[src/assert_macros.svh]
// ----------------------------------------------------------------------------
// assert_macros.svh
// Concurrent assertion shorthands with a clock and a synchronous reset.
// ----------------------------------------------------------------------------
`ifndef ASSERT_MACROS_SVH
`define ASSERT_MACROS_SVH

// implication checked at every rising edge, off while reset is high
`define ASSERT_IMPLY(label, clk, rst, pre, post) \
   label: assert property (@(posedge clk) disable iff (rst) (pre) |-> (post)) \
      else $error("assertion failed");

// implication checked in the cycle after the trigger
`define ASSERT_NEXT(label, clk, rst, pre, post) \
   label: assert property (@(posedge clk) disable iff (rst) (pre) |=> (post)) \
      else $error("assertion failed");

`endif

[src/pcca_pkg.sv]
// ----------------------------------------------------------------------------
// pcca_pkg
// Types and constants shared by the combination lock modules.
// ----------------------------------------------------------------------------
package pcca_pkg;

   localparam int CSR_INDEX_WIDTH = 3;
   localparam int CSR_DATA_WIDTH  = 8;
   localparam int TIMER_WIDTH     = 8;
   localparam int DIGIT_WIDTH     = 4;

   localparam logic [CSR_INDEX_WIDTH-1:0] REG_DEBOUNCE = 3'd0;
   localparam logic [CSR_INDEX_WIDTH-1:0] REG_GAP      = 3'd1;
   localparam logic [CSR_INDEX_WIDTH-1:0] REG_RESTART  = 3'd2;
   localparam logic [CSR_INDEX_WIDTH-1:0] REG_CODE0    = 3'd3;
   localparam logic [CSR_INDEX_WIDTH-1:0] REG_CODE1    = 3'd4;
   localparam logic [CSR_INDEX_WIDTH-1:0] REG_CODE2    = 3'd5;

   localparam logic [TIMER_WIDTH-1:0] DEBOUNCE_RESET = 8'd2;
   localparam logic [TIMER_WIDTH-1:0] GAP_RESET      = 8'd13;
   localparam logic [TIMER_WIDTH-1:0] RESTART_RESET  = 8'd38;
   localparam logic [DIGIT_WIDTH-1:0] CODE0_RESET    = 4'd1;
   localparam logic [DIGIT_WIDTH-1:0] CODE1_RESET    = 4'd2;
   localparam logic [DIGIT_WIDTH-1:0] CODE2_RESET    = 4'd3;

   localparam logic [DIGIT_WIDTH-1:0] COUNT_MAX      = 4'd10;
   localparam logic [DIGIT_WIDTH-1:0] DIGIT_MAX      = 4'd9;

   typedef struct packed {
      logic button_low;
      logic presence_high;
   } req_type;

   typedef struct packed {
      logic                   armed;
      logic                   light_on;
      logic [1:0]             digit_position;
      logic [DIGIT_WIDTH-1:0] press_total;
   } rsp_type;

   typedef struct packed {
      logic [TIMER_WIDTH-1:0] debounce_scans;
      logic [TIMER_WIDTH-1:0] gap_scans;
      logic [TIMER_WIDTH-1:0] restart_scans;
      logic [DIGIT_WIDTH-1:0] code_first;
      logic [DIGIT_WIDTH-1:0] code_second;
      logic [DIGIT_WIDTH-1:0] code_third;
   } cfg_type;

   function automatic logic [DIGIT_WIDTH-1:0] code_digit(cfg_type cfg, int idx);
      logic [DIGIT_WIDTH-1:0] d;
      if (idx == 0) begin
         d = cfg.code_first;
      end else if (idx == 1) begin
         d = cfg.code_second;
      end else begin
         d = cfg.code_third;
      end
      return d;
   endfunction

endpackage

[src/pulse_count_code_alarm.sv]
// ----------------------------------------------------------------------------
// pulse_count_code_alarm: push-button combination lock with presence light
// Requests pass the request register and the state update into the result
// register. One request per cycle sustained while the response is not stalled.
// Reset clears valid flags and lock state and loads config defaults.
// ----------------------------------------------------------------------------
`include "assert_macros.svh"

module pulse_count_code_alarm
   import pcca_pkg::*;
#(
   parameter int CODE_LENGTH = 3
)
(
   input  logic                       clock,
   input  logic                       reset,
   input  logic                       req_valid,
   output logic                       req_stall,
   input  req_type                    req_payload,
   output logic                       rsp_valid,
   input  logic                       rsp_stall,
   output rsp_type                    rsp_payload,
   input  logic                       csr_valid,
   output logic                       csr_ready,
   input  logic [CSR_INDEX_WIDTH-1:0] csr_index,
   input  logic [CSR_DATA_WIDTH-1:0]  csr_data
);

   cfg_type cfg;
   req_type req_ff;
   logic    s1_valid_ff, s1_valid_in;
   logic    out_valid_ff, out_valid_in;
   logic    advance;
   logic    load;

   assign csr_ready = 1'b1;

   pcca_csr u_csr (
      .clock     (clock),
      .reset     (reset),
      .csr_valid (csr_valid),
      .csr_index (csr_index),
      .csr_data  (csr_data),
      .cfg       (cfg)
   );

   assign advance      = s1_valid_ff && (!out_valid_ff || !rsp_stall);
   assign req_stall    = s1_valid_ff && !advance;
   assign load         = req_valid && !req_stall;
   assign s1_valid_in  = load || (s1_valid_ff && !advance);
   assign out_valid_in = advance || (out_valid_ff && rsp_stall);

   always_ff @(posedge clock) begin
      if (reset) begin
         s1_valid_ff  <= 1'b0;
         out_valid_ff <= 1'b0;
      end else begin
         s1_valid_ff  <= s1_valid_in;
         out_valid_ff <= out_valid_in;
      end
   end

   always_ff @(posedge clock) begin
      if (load) begin
         req_ff <= req_payload;
      end
   end

   pcca_core #(
      .CODE_LENGTH (CODE_LENGTH)
   ) u_core (
      .clock   (clock),
      .reset   (reset),
      .advance (advance),
      .item    (req_ff),
      .cfg     (cfg),
      .result  (rsp_payload)
   );

   assign rsp_valid = out_valid_ff;

   `ASSERT_IMPLY(a_stall_only_when_full, clock, reset, req_stall, rsp_valid && rsp_stall)
   `ASSERT_NEXT(a_request_reaches_output, clock, reset, s1_valid_ff && !rsp_stall, rsp_valid)
   `ASSERT_IMPLY(a_light_off_disarmed, clock, reset, rsp_valid && !rsp_payload.armed,
                 !rsp_payload.light_on)
   `ASSERT_IMPLY(a_count_saturates, clock, reset, rsp_valid,
                 rsp_payload.press_total <= COUNT_MAX)

endmodule

[src/pcca_csr.sv]
// ----------------------------------------------------------------------------
// pcca_csr
// Configuration registers: timer reloads and the stored code digits.
// ----------------------------------------------------------------------------
module pcca_csr
   import pcca_pkg::*;
(
   input  logic                       clock,
   input  logic                       reset,
   input  logic                       csr_valid,
   input  logic [CSR_INDEX_WIDTH-1:0] csr_index,
   input  logic [CSR_DATA_WIDTH-1:0]  csr_data,
   output cfg_type                    cfg
);

   cfg_type cfg_ff;
   cfg_type cfg_in;

   always_comb begin
      cfg_in = cfg_ff;
      if (csr_valid) begin
         case (csr_index)
            REG_DEBOUNCE: cfg_in.debounce_scans = csr_data;
            REG_GAP:      cfg_in.gap_scans      = csr_data;
            REG_RESTART:  cfg_in.restart_scans  = csr_data;
            REG_CODE0:    cfg_in.code_first     = csr_data[DIGIT_WIDTH-1:0];
            REG_CODE1:    cfg_in.code_second    = csr_data[DIGIT_WIDTH-1:0];
            REG_CODE2:    cfg_in.code_third     = csr_data[DIGIT_WIDTH-1:0];
            default:      cfg_in = cfg_ff;
         endcase
      end
   end

   always_ff @(posedge clock) begin
      if (reset) begin
         cfg_ff.debounce_scans <= DEBOUNCE_RESET;
         cfg_ff.gap_scans      <= GAP_RESET;
         cfg_ff.restart_scans  <= RESTART_RESET;
         cfg_ff.code_first     <= CODE0_RESET;
         cfg_ff.code_second    <= CODE1_RESET;
         cfg_ff.code_third     <= CODE2_RESET;
      end else begin
         cfg_ff <= cfg_in;
      end
   end

   assign cfg = cfg_ff;

endmodule

[src/pcca_core.sv]
// ----------------------------------------------------------------------------
// pcca_core
// Per-scan update of the press counter, timers, digits, armed flag and light,
// with the result register.
// ----------------------------------------------------------------------------
module pcca_core
   import pcca_pkg::*;
#(
   parameter int CODE_LENGTH = 3
)
(
   input  logic    clock,
   input  logic    reset,
   input  logic    advance,
   input  req_type item,
   input  cfg_type cfg,
   output rsp_type result
);

   localparam int PW = (CODE_LENGTH > 1) ? $clog2(CODE_LENGTH) : 1;
   localparam logic [PW:0] CODE_LEN_W = (PW+1)'(CODE_LENGTH);

   logic [DIGIT_WIDTH-1:0] count_ff, count_in;
   logic [DIGIT_WIDTH-1:0] digits_ff [CODE_LENGTH];
   logic [DIGIT_WIDTH-1:0] digits_in [CODE_LENGTH];
   logic [PW-1:0]          pos_ff, pos_in;
   logic                   armed_ff, armed_in;
   logic                   pres_ff, pres_in;
   logic                   light_ff, light_in;
   logic [TIMER_WIDTH-1:0] deb_ff, deb_in;
   logic [TIMER_WIDTH-1:0] gap_ff, gap_in;
   logic [TIMER_WIDTH-1:0] rst_ff, rst_in;
   rsp_type                result_ff, result_in;

   logic [TIMER_WIDTH-1:0] deb_dec, gap_dec, rst_dec;
   logic                   press, match;
   logic [PW-1:0]          pos_base;
   logic [PW:0]            pos_inc;
   logic [PW+1:0]          pos_ext;

   always_comb begin
      deb_dec = (deb_ff != '0) ? deb_ff - 1'b1 : deb_ff;
      gap_dec = (gap_ff != '0) ? gap_ff - 1'b1 : gap_ff;
      rst_dec = (rst_ff != '0) ? rst_ff - 1'b1 : rst_ff;

      press = item.button_low && (deb_dec == '0);
      match = 1'b1;
      for (int i = 0; i < CODE_LENGTH; i++) begin
         if (digits_ff[i] != code_digit(cfg, i)) begin
            match = 1'b0;
         end
      end

      pos_base = (rst_dec == '0) ? '0 : pos_ff;
      pos_inc  = {1'b0, pos_base} + 1'b1;

      count_in  = count_ff;
      digits_in = digits_ff;
      pos_in    = pos_ff;
      armed_in  = armed_ff;
      pres_in   = pres_ff;
      light_in  = light_ff;
      deb_in    = deb_dec;
      gap_in    = gap_dec;
      rst_in    = rst_dec;

      if (press) begin
         if (count_ff < COUNT_MAX) begin
            count_in = count_ff + 1'b1;
         end
         deb_in = cfg.debounce_scans;
         gap_in = cfg.gap_scans;
         rst_in = cfg.restart_scans;
      end else if (match) begin
         armed_in = !armed_ff;
         for (int i = 0; i < CODE_LENGTH; i++) begin
            digits_in[i] = '0;
         end
         if (armed_ff) begin
            light_in = 1'b0;
         end
      end else if (gap_dec == '0) begin
         pos_in = pos_base;
         if (count_ff > DIGIT_MAX) begin
            for (int i = 0; i < CODE_LENGTH; i++) begin
               digits_in[i] = '0;
            end
            pos_in   = '0;
            count_in = '0;
         end else if (count_ff != '0) begin
            for (int i = 0; i < CODE_LENGTH; i++) begin
               if (pos_base == PW'(i)) begin
                  digits_in[i] = count_ff;
               end
            end
            count_in = '0;
            pos_in   = (pos_inc >= CODE_LEN_W) ? '0 : pos_inc[PW-1:0];
         end
      end

      if (armed_in) begin
         if (!pres_ff && item.presence_high) begin
            pres_in  = 1'b1;
            light_in = 1'b1;
         end else if (pres_ff && !item.presence_high) begin
            pres_in  = 1'b0;
            light_in = 1'b0;
         end
      end

      pos_ext                  = {2'b00, pos_in};
      result_in.armed          = armed_in;
      result_in.light_on       = light_in;
      result_in.digit_position = pos_ext[1:0];
      result_in.press_total    = count_in;
   end

   always_ff @(posedge clock) begin
      if (reset) begin
         count_ff <= '0;
         pos_ff   <= '0;
         armed_ff <= 1'b0;
         pres_ff  <= 1'b0;
         light_ff <= 1'b0;
         deb_ff   <= '0;
         gap_ff   <= '0;
         rst_ff   <= '0;
         for (int i = 0; i < CODE_LENGTH; i++) begin
            digits_ff[i] <= '0;
         end
      end else if (advance) begin
         count_ff  <= count_in;
         digits_ff <= digits_in;
         pos_ff    <= pos_in;
         armed_ff  <= armed_in;
         pres_ff   <= pres_in;
         light_ff  <= light_in;
         deb_ff    <= deb_in;
         gap_ff    <= gap_in;
         rst_ff    <= rst_in;
      end
   end

   always_ff @(posedge clock) begin
      if (advance) begin
         result_ff <= result_in;
      end
   end

   assign result = result_ff;

endmodule

[config.mk]
export PLATFORM = sky130hd
export DESIGN_NAME = pulse_count_code_alarm
export DESIGN_NICKNAME = d
export VERILOG_FILES = /design/src/pcca_pkg.sv /design/src/pulse_count_code_alarm.sv /design/src/pcca_csr.sv /design/src/pcca_core.sv
export VERILOG_INCLUDE_DIRS = /design/src /design/src/src
export SDC_FILE = /design/constraint.sdc
export NUM_CORES = 1
export LEC_CHECK = 0
export ABC_AREA = 0
export BUFFER_PORTS_ARGS = -buffer_cell sky130_fd_sc_hd__clkbuf_2
export CAP_MARGIN = 40
export CORE_MARGIN = 3
export CORE_UTILIZATION = 35
export CTS_BUF_LIST = sky130_fd_sc_hd__clkbuf_8
export DETAILED_ROUTE_END_ITERATION = 6
export PLACE_DENSITY = 0.63
export SYNTH_ARGS = -nofsm -noshare
export SYNTH_HDL_FRONTEND = slang
export SYNTH_HIERARCHICAL = 1
export SYNTH_SLANG_ARGS = --single-unit
[constraint.sdc]
create_clock -name clock -period 5.8 [get_ports clock]
set_input_delay 0.29 -clock clock [delete_from_list [all_inputs] [get_ports clock]]
set_output_delay 0.29 -clock clock [all_outputs]
set_load 0.03 [all_outputs]
Word level (Yosys, flattened, before mapping) --
Index checks and enable logic that the tools add are counted.
Storage, ports and cells: memory bits (read-only) 0, memory bits (writable) 0, logic and storage cells 125, flip-flop bits (word level) 93, memories 0, latch bits 0
Cells by class: shift operators 0, divide/modulo/power cells 0, $add $sub $neg 5, eq/ne operators 10, $lt $le $gt $ge 3, bitwise operators 1, multiplexer cells 39, multiply operators 0, reduce and logical (&&, ||, !) cells 42
Operators with widths (count):
- 12-bit 2-to-1 mux | 4
- 8-bit 2-to-1 mux | 6
- 4-bit 2-to-1 mux | 9
- 8-bit logical NOT | 3
- 8-bit nonzero test | 3
- 8-bit by 1-bit subtractor with 8-bit output, second input constant | 3
- 5-bit AND reduction | 3
- 2-bit 2-to-1 mux | 7
- 1-bit 2-to-1 mux | 13
- 4-bit != test | 3
- 2-bit AND reduction | 6
- 3-bit nonzero test | 4
- 1-bit logical AND | 7
- 1-bit logical NOT | 7
- 3-bit by 2-bit equality test with 1-bit output, second input constant | 2
- 3-bit equality test, second input constant | 2
- 4-bit by 1-bit adder with 4-bit output, second input constant | 1
- 4-bit greater-than comparator, second input constant | 1
- 4-bit less-than comparator, second input constant | 1
- 2-bit nonzero test | 2
- 4-bit nonzero test | 1
- 2-bit by 1-bit adder with 3-bit output, second input constant | 1
- 3-bit by 1-bit equality test with 1-bit output, second input constant | 1
- 3-bit by 2-bit >= comparator with 1-bit output, second input constant | 1
- other kinds (7) | 9

Logic depth before layout (Yosys ltp) --
word-level depth 12, depth in mapped cells 14

Cells and area by module --
The synthesis kept the hierarchy.
Modules (own cells, without submodules):
- pcca_core | times used 1, area an instance 3467.1 µm², seq. area each 1141.1 µm², cells each 425
- pcca_csr | times used 1, area an instance 1497.7 µm², seq. area each 720.7 µm², cells each 140
- pulse_count_code_alarm | times used 1, area an instance 157.7 µm², seq. area each 100.1 µm², cells each 14

Least setup slack after synthesis --
OpenSTA, ideal clock, no wires.
kind register to register, from register u_core.deb_ff[0], to register u_core.result_ff (netlist bit u_core/result[5]), data pin, path slack 2.940 ns, required time 5.540 ns, stages on the path, launching flop included 13, arrival time 2.600 ns, path buffers 3, cell sequence dfxtp_1 inv_1 ha_1 buf_2 nor3b_2 nand2_1 xnor2_1 nor4_1 buf_2 nand2_1 buf_6 nand3_2 mux2_2
On the way: word-level cells in the longest chain between the ends 5
RTL lines:
- start: declaration | line pcca_core.sv:30 | logic [TIMER_WIDTH-1:0] deb_ff, deb_in;
- start signal: assignment | line pcca_core.sv:138 | deb_ff <= deb_in;
- 8-bit by 1-bit subtractor with 8-bit output / 8-bit nonzero test (equally long branches) | line pcca_core.sv:42 | deb_dec = (deb_ff != '0) ? deb_ff - 1'b1 : deb_ff;
- 8-bit 2-to-1 mux * | line pcca_core.sv:42
- 8-bit logical NOT * | line pcca_core.sv:46 | press = item.button_low && (deb_dec == '0);
- 1-bit logical AND * | line pcca_core.sv:46
- 2-bit 2-to-1 mux * | line pcca_core.sv:67 | if (press) begin
- via u_core.pos_in[1] | line pcca_core.sv:26 | logic [PW-1:0] pos_ff, pos_in;
- end signal: assignment | line pcca_core.sv:146 | result_ff <= result_in;
- end: declaration | line pcca_core.sv:33 | rsp_type result_ff, result_in;
Mark *: on every way through the listed nets, which the timed path passes. The rest lies on a longest branch. A chain may end at the register's enable or synchronous reset.

Final worst setup path --
from register u_core.deb_ff[0], to register u_core.result_ff (netlist bit u_core/result[0]), data pin
On the way: word-level cells in the longest chain between the ends 5
RTL lines:
- 8-bit by 1-bit subtractor with 8-bit output / 8-bit nonzero test (equally long branches) | line pcca_core.sv:42
- 8-bit 2-to-1 mux * | line pcca_core.sv:42
- 8-bit logical NOT * | line pcca_core.sv:46
- 1-bit logical AND * | line pcca_core.sv:46
- 4-bit 2-to-1 mux * | line pcca_core.sv:67
- via u_core.count_in[0] | line pcca_core.sv:23 | logic [DIGIT_WIDTH-1:0] count_ff, count_in;
Marks and branches as above.

==> flow_summary.toml <==
[power_and_ir_drop]
switchingPower_uw = 765
power_density_nw_per_um2 = 359
combPwrFrac = 0.395
swShare = 0.383
power_uw = 1990
p_clk_frac = 0.222
seq_power_share = 0.383
internal_power_uw = 1230
p_leak_uw = 0.00224
ir_worst_vdd_uv = 182

[synthesis]
netlist_instances = 579
syn_area_um2 = 5120
synthMostInstantiatedCell = "dfxtp_1"
ys_async_sr_fraction = 0
synth_warnings = 6
synth_ff_type = "dfxtp_1"
syn_nets = 605
synth_top_area_cell = "dfxtp_1"
synth-seq-area-share = 0.383
ys_seq_elements = 93
synthTopCellsByCount = "83 x dfxtp_1, 67 x nor2_1, 49 x mux2i_1, 36 x nand2b_1, 34 x nand2_1"
synth.avg_cell_area_um2 = 8.85
ys_types = 70
synth-edff-count = 10
synth_area_leaders = "dfxtp_1 32%, mux2i_1 9.6%, edfxtp_1 5.9%, nor2_1 4.9%, nand2b_1 4.4%"
yosys.area.top_type_share = 0.324

[detailed_routing]
postRouteAntennaNets = 0
via_count = 4179
vias_per_cell = 5.45
drt-wirelength-per-cell_um = 15.5
wl_mm = 11.9
dr.pass1.iters = 5
initialDrtViolationCount = 250
drc = 0

[cts]
cts_sinks = 93
cts_buffer_depth = 2
root_buffer = "clkbuf_8"
cts_tree = "yes"
postCtsSetupRepairBufs = 0
clkTransAtPathRegs_ns = 0.10
htree_levels = 3
cts_resized = 0
numCtsBuffers = 9
clk_latency_ns = 0.38
cts_hold_buf = 0

[floorplan]
io_pins = 29
die_x_um = 127
initial_core_util = 0.363
design.core.area_um2 = 14100
rows = 43
fp.dieH_um = 127
dieArea_um2 = 16100

[sta]
hold_viol_final = 0
fin_tns_setup_ns = 0
rsz0062_at_grt = "no"
worst_pin_slew_ns = 0.821
drv_slew = 0
skew_ns = 0.0167
setup_viol = 0
finalCritPeriodShare = 0.618
min_period_ns = 3.59
relSlewSlack = 0.453
fin_ws_ns = 2.21
timing.fmax_ghz = 0.279

[worst_setup_path]
crit_fanout = 26
crit_path_end_kind = "flip-flop"
cp-start-kind = "flip-flop"
arrival_ns = 3.72
path_class = "flip-flop to flip-flop"
crit_required_ns = 5.93

[global_routing]
globalRouteOverflowTotal = 0
grt_max_degree = 91
grt_pass1_vias = 4030
antenna_found_initial = 0
globalRouteTotalUtil = 0.153
grt_pass1_wl_mm = 20.1

[status]
status = "complete, no violations"

[final_layout]
nNetsFinal = 608
drive_above_1_share = 0.129
num_antenna_cells = 0
synthToLayoutAreaGrowth_pct = 8.38

[job]
maxCapViolCount = 0

[placement]
dp_hpwl_mm = 8.40
preCtsSetupSlack_ns = 2.27
place.gp.congestion = 0.930
portBuffers = 27

[worst_hold_path]
hold_class = "input port to flip-flop"
==> logic make-up after synthesis <==
kind of cell	after synthesis	share of synthesized area
compound gates	118	0.167
other cells	1	0.000732
xor+xnor	19	0.0325
buf+inv	62	0.0535
flops	93	0.383
simple gates	227	0.244
fa+ha+maj	8	0.0195
mux	51	0.100
==> sequential cells by signal, indices dropped and copies added, names as in the netlist, 4 cells and up <==
register          count
u_core/result         8
u_core/digits_ff     12
u_core/count_ff       4
u_csr/cfg            36
u_core/rst_ff         8
u_core/gap_ff         8
u_core/deb_ff         8
==> per-layer routing <==
layer	global-route usage	share of wire	up-vias
li1	-	-	2081
met1	0.216	0.49	2000
met2	0.228	0.45	82
met3	0.0242	0.035	16
met4	0.0776	0.023	0
met5	0	0	-
==> area by class of cell <==
type	instances	area (µm²)
fillers	1453	8540
multi-input cells	424	2900
flip-flops and latches	93	1960
well taps	180	225
repair buffers	33	178
clock buffers	11	151
inverters	21	78.8
clock inverters	5	52.6
==> power groups by stage <==
stage          logic [µW]  registers, µW  clock network, µW
6_report              788            764                442
2_1_floorplan         637            763                  0
3_5_place_dp          779            778                  0
3_3_place_gp          773            777                  0
4_1_cts               783            763                458
5_1_grt               880            773                486
==> worst max-delay path, cell delays in order, from the launching register on <==
cell      delay, ns
dfxtp_1        0.37
inv_1          0.11
ha_1           0.31
nor3b_2        0.42
nand2_1        0.26
xnor2_1        0.18
nor4_1         0.29
buf_4          0.23
and2_1         0.38
buf_4          0.35
nand2_1        0.16
o211ai_1       0.15
o21ai_0        0.12
==> cells in the final DEF (no fill, tap or decap), types with 4 or more instances in the layout <==
cell type / netlist / final
nor4_1: 9 / 9
clkbuf_8: 0 / 11
a21o_1: 4 / 4
clkbuf_2: 0 / 27
nand2b_1: 36 / 36
xor2_1: 17 / 17
mux2i_1: 49 / 49
nor3b_1: 4 / 4
a22oi_1: 11 / 11
nor4_2: 4 / 4
inv_1: 19 / 21
o211ai_1: 8 / 8
o21ai_0: 17 / 17
dfxtp_1: 83 / 83
a211oi_1: 4 / 4
and2_1: 5 / 5
buf_4: 1 / 5
a31oi_1: 6 / 6
nor3_1: 13 / 13
nand3_1: 17 / 17
edfxtp_1: 10 / 10
a21oi_1: 22 / 22
nand4_1: 6 / 6
nor2b_1: 4 / 4
a32o_1: 6 / 6
ha_1: 8 / 8
a311oi_1: 4 / 4
and3_1: 5 / 5
nor2_1: 67 / 67
o31ai_1: 7 / 7
nand2_1: 34 / 34
==> final timing paths <==
kind                                 startpoint                         end  slack, ns  cells past startpoint
setup reg to reg  u_core/deb_ff[0]$_SDFFE_PP0P_  u_core/result[0]$_DFFE_PP_       2.21                     12
hold / removal                   req_payload[1]         req_ff[1]$_DFFE_PP_       0.07                      1
setup / recovery  u_core/deb_ff[0]$_SDFFE_PP0P_  u_core/result[0]$_DFFE_PP_       2.21                     12
hold reg to reg      u_csr/cfg[18]$_SDFFE_PP0P_  u_csr/cfg[18]$_SDFFE_PP0P_       0.48                      2
==> metrics by stage <==
stage / area, µm² / hold slack [ns] / instances / utilization
6_report: 5550 / 0.0739 / 767 / 0.394
5_1_grt: 5550 / 0.0593 / 767 / 0.394
4_1_cts: 5550 / 0.0555 / 766 / 0.393
3_5_place_dp: 5340 / 0.464 / 750 / 0.379
3_3_place_gp: 5340 / 0.463 / 750 / 0.379
2_1_floorplan: 5120 / 0.352 / 579 / -
No activity file was read; power rests on OpenSTA's default activity.
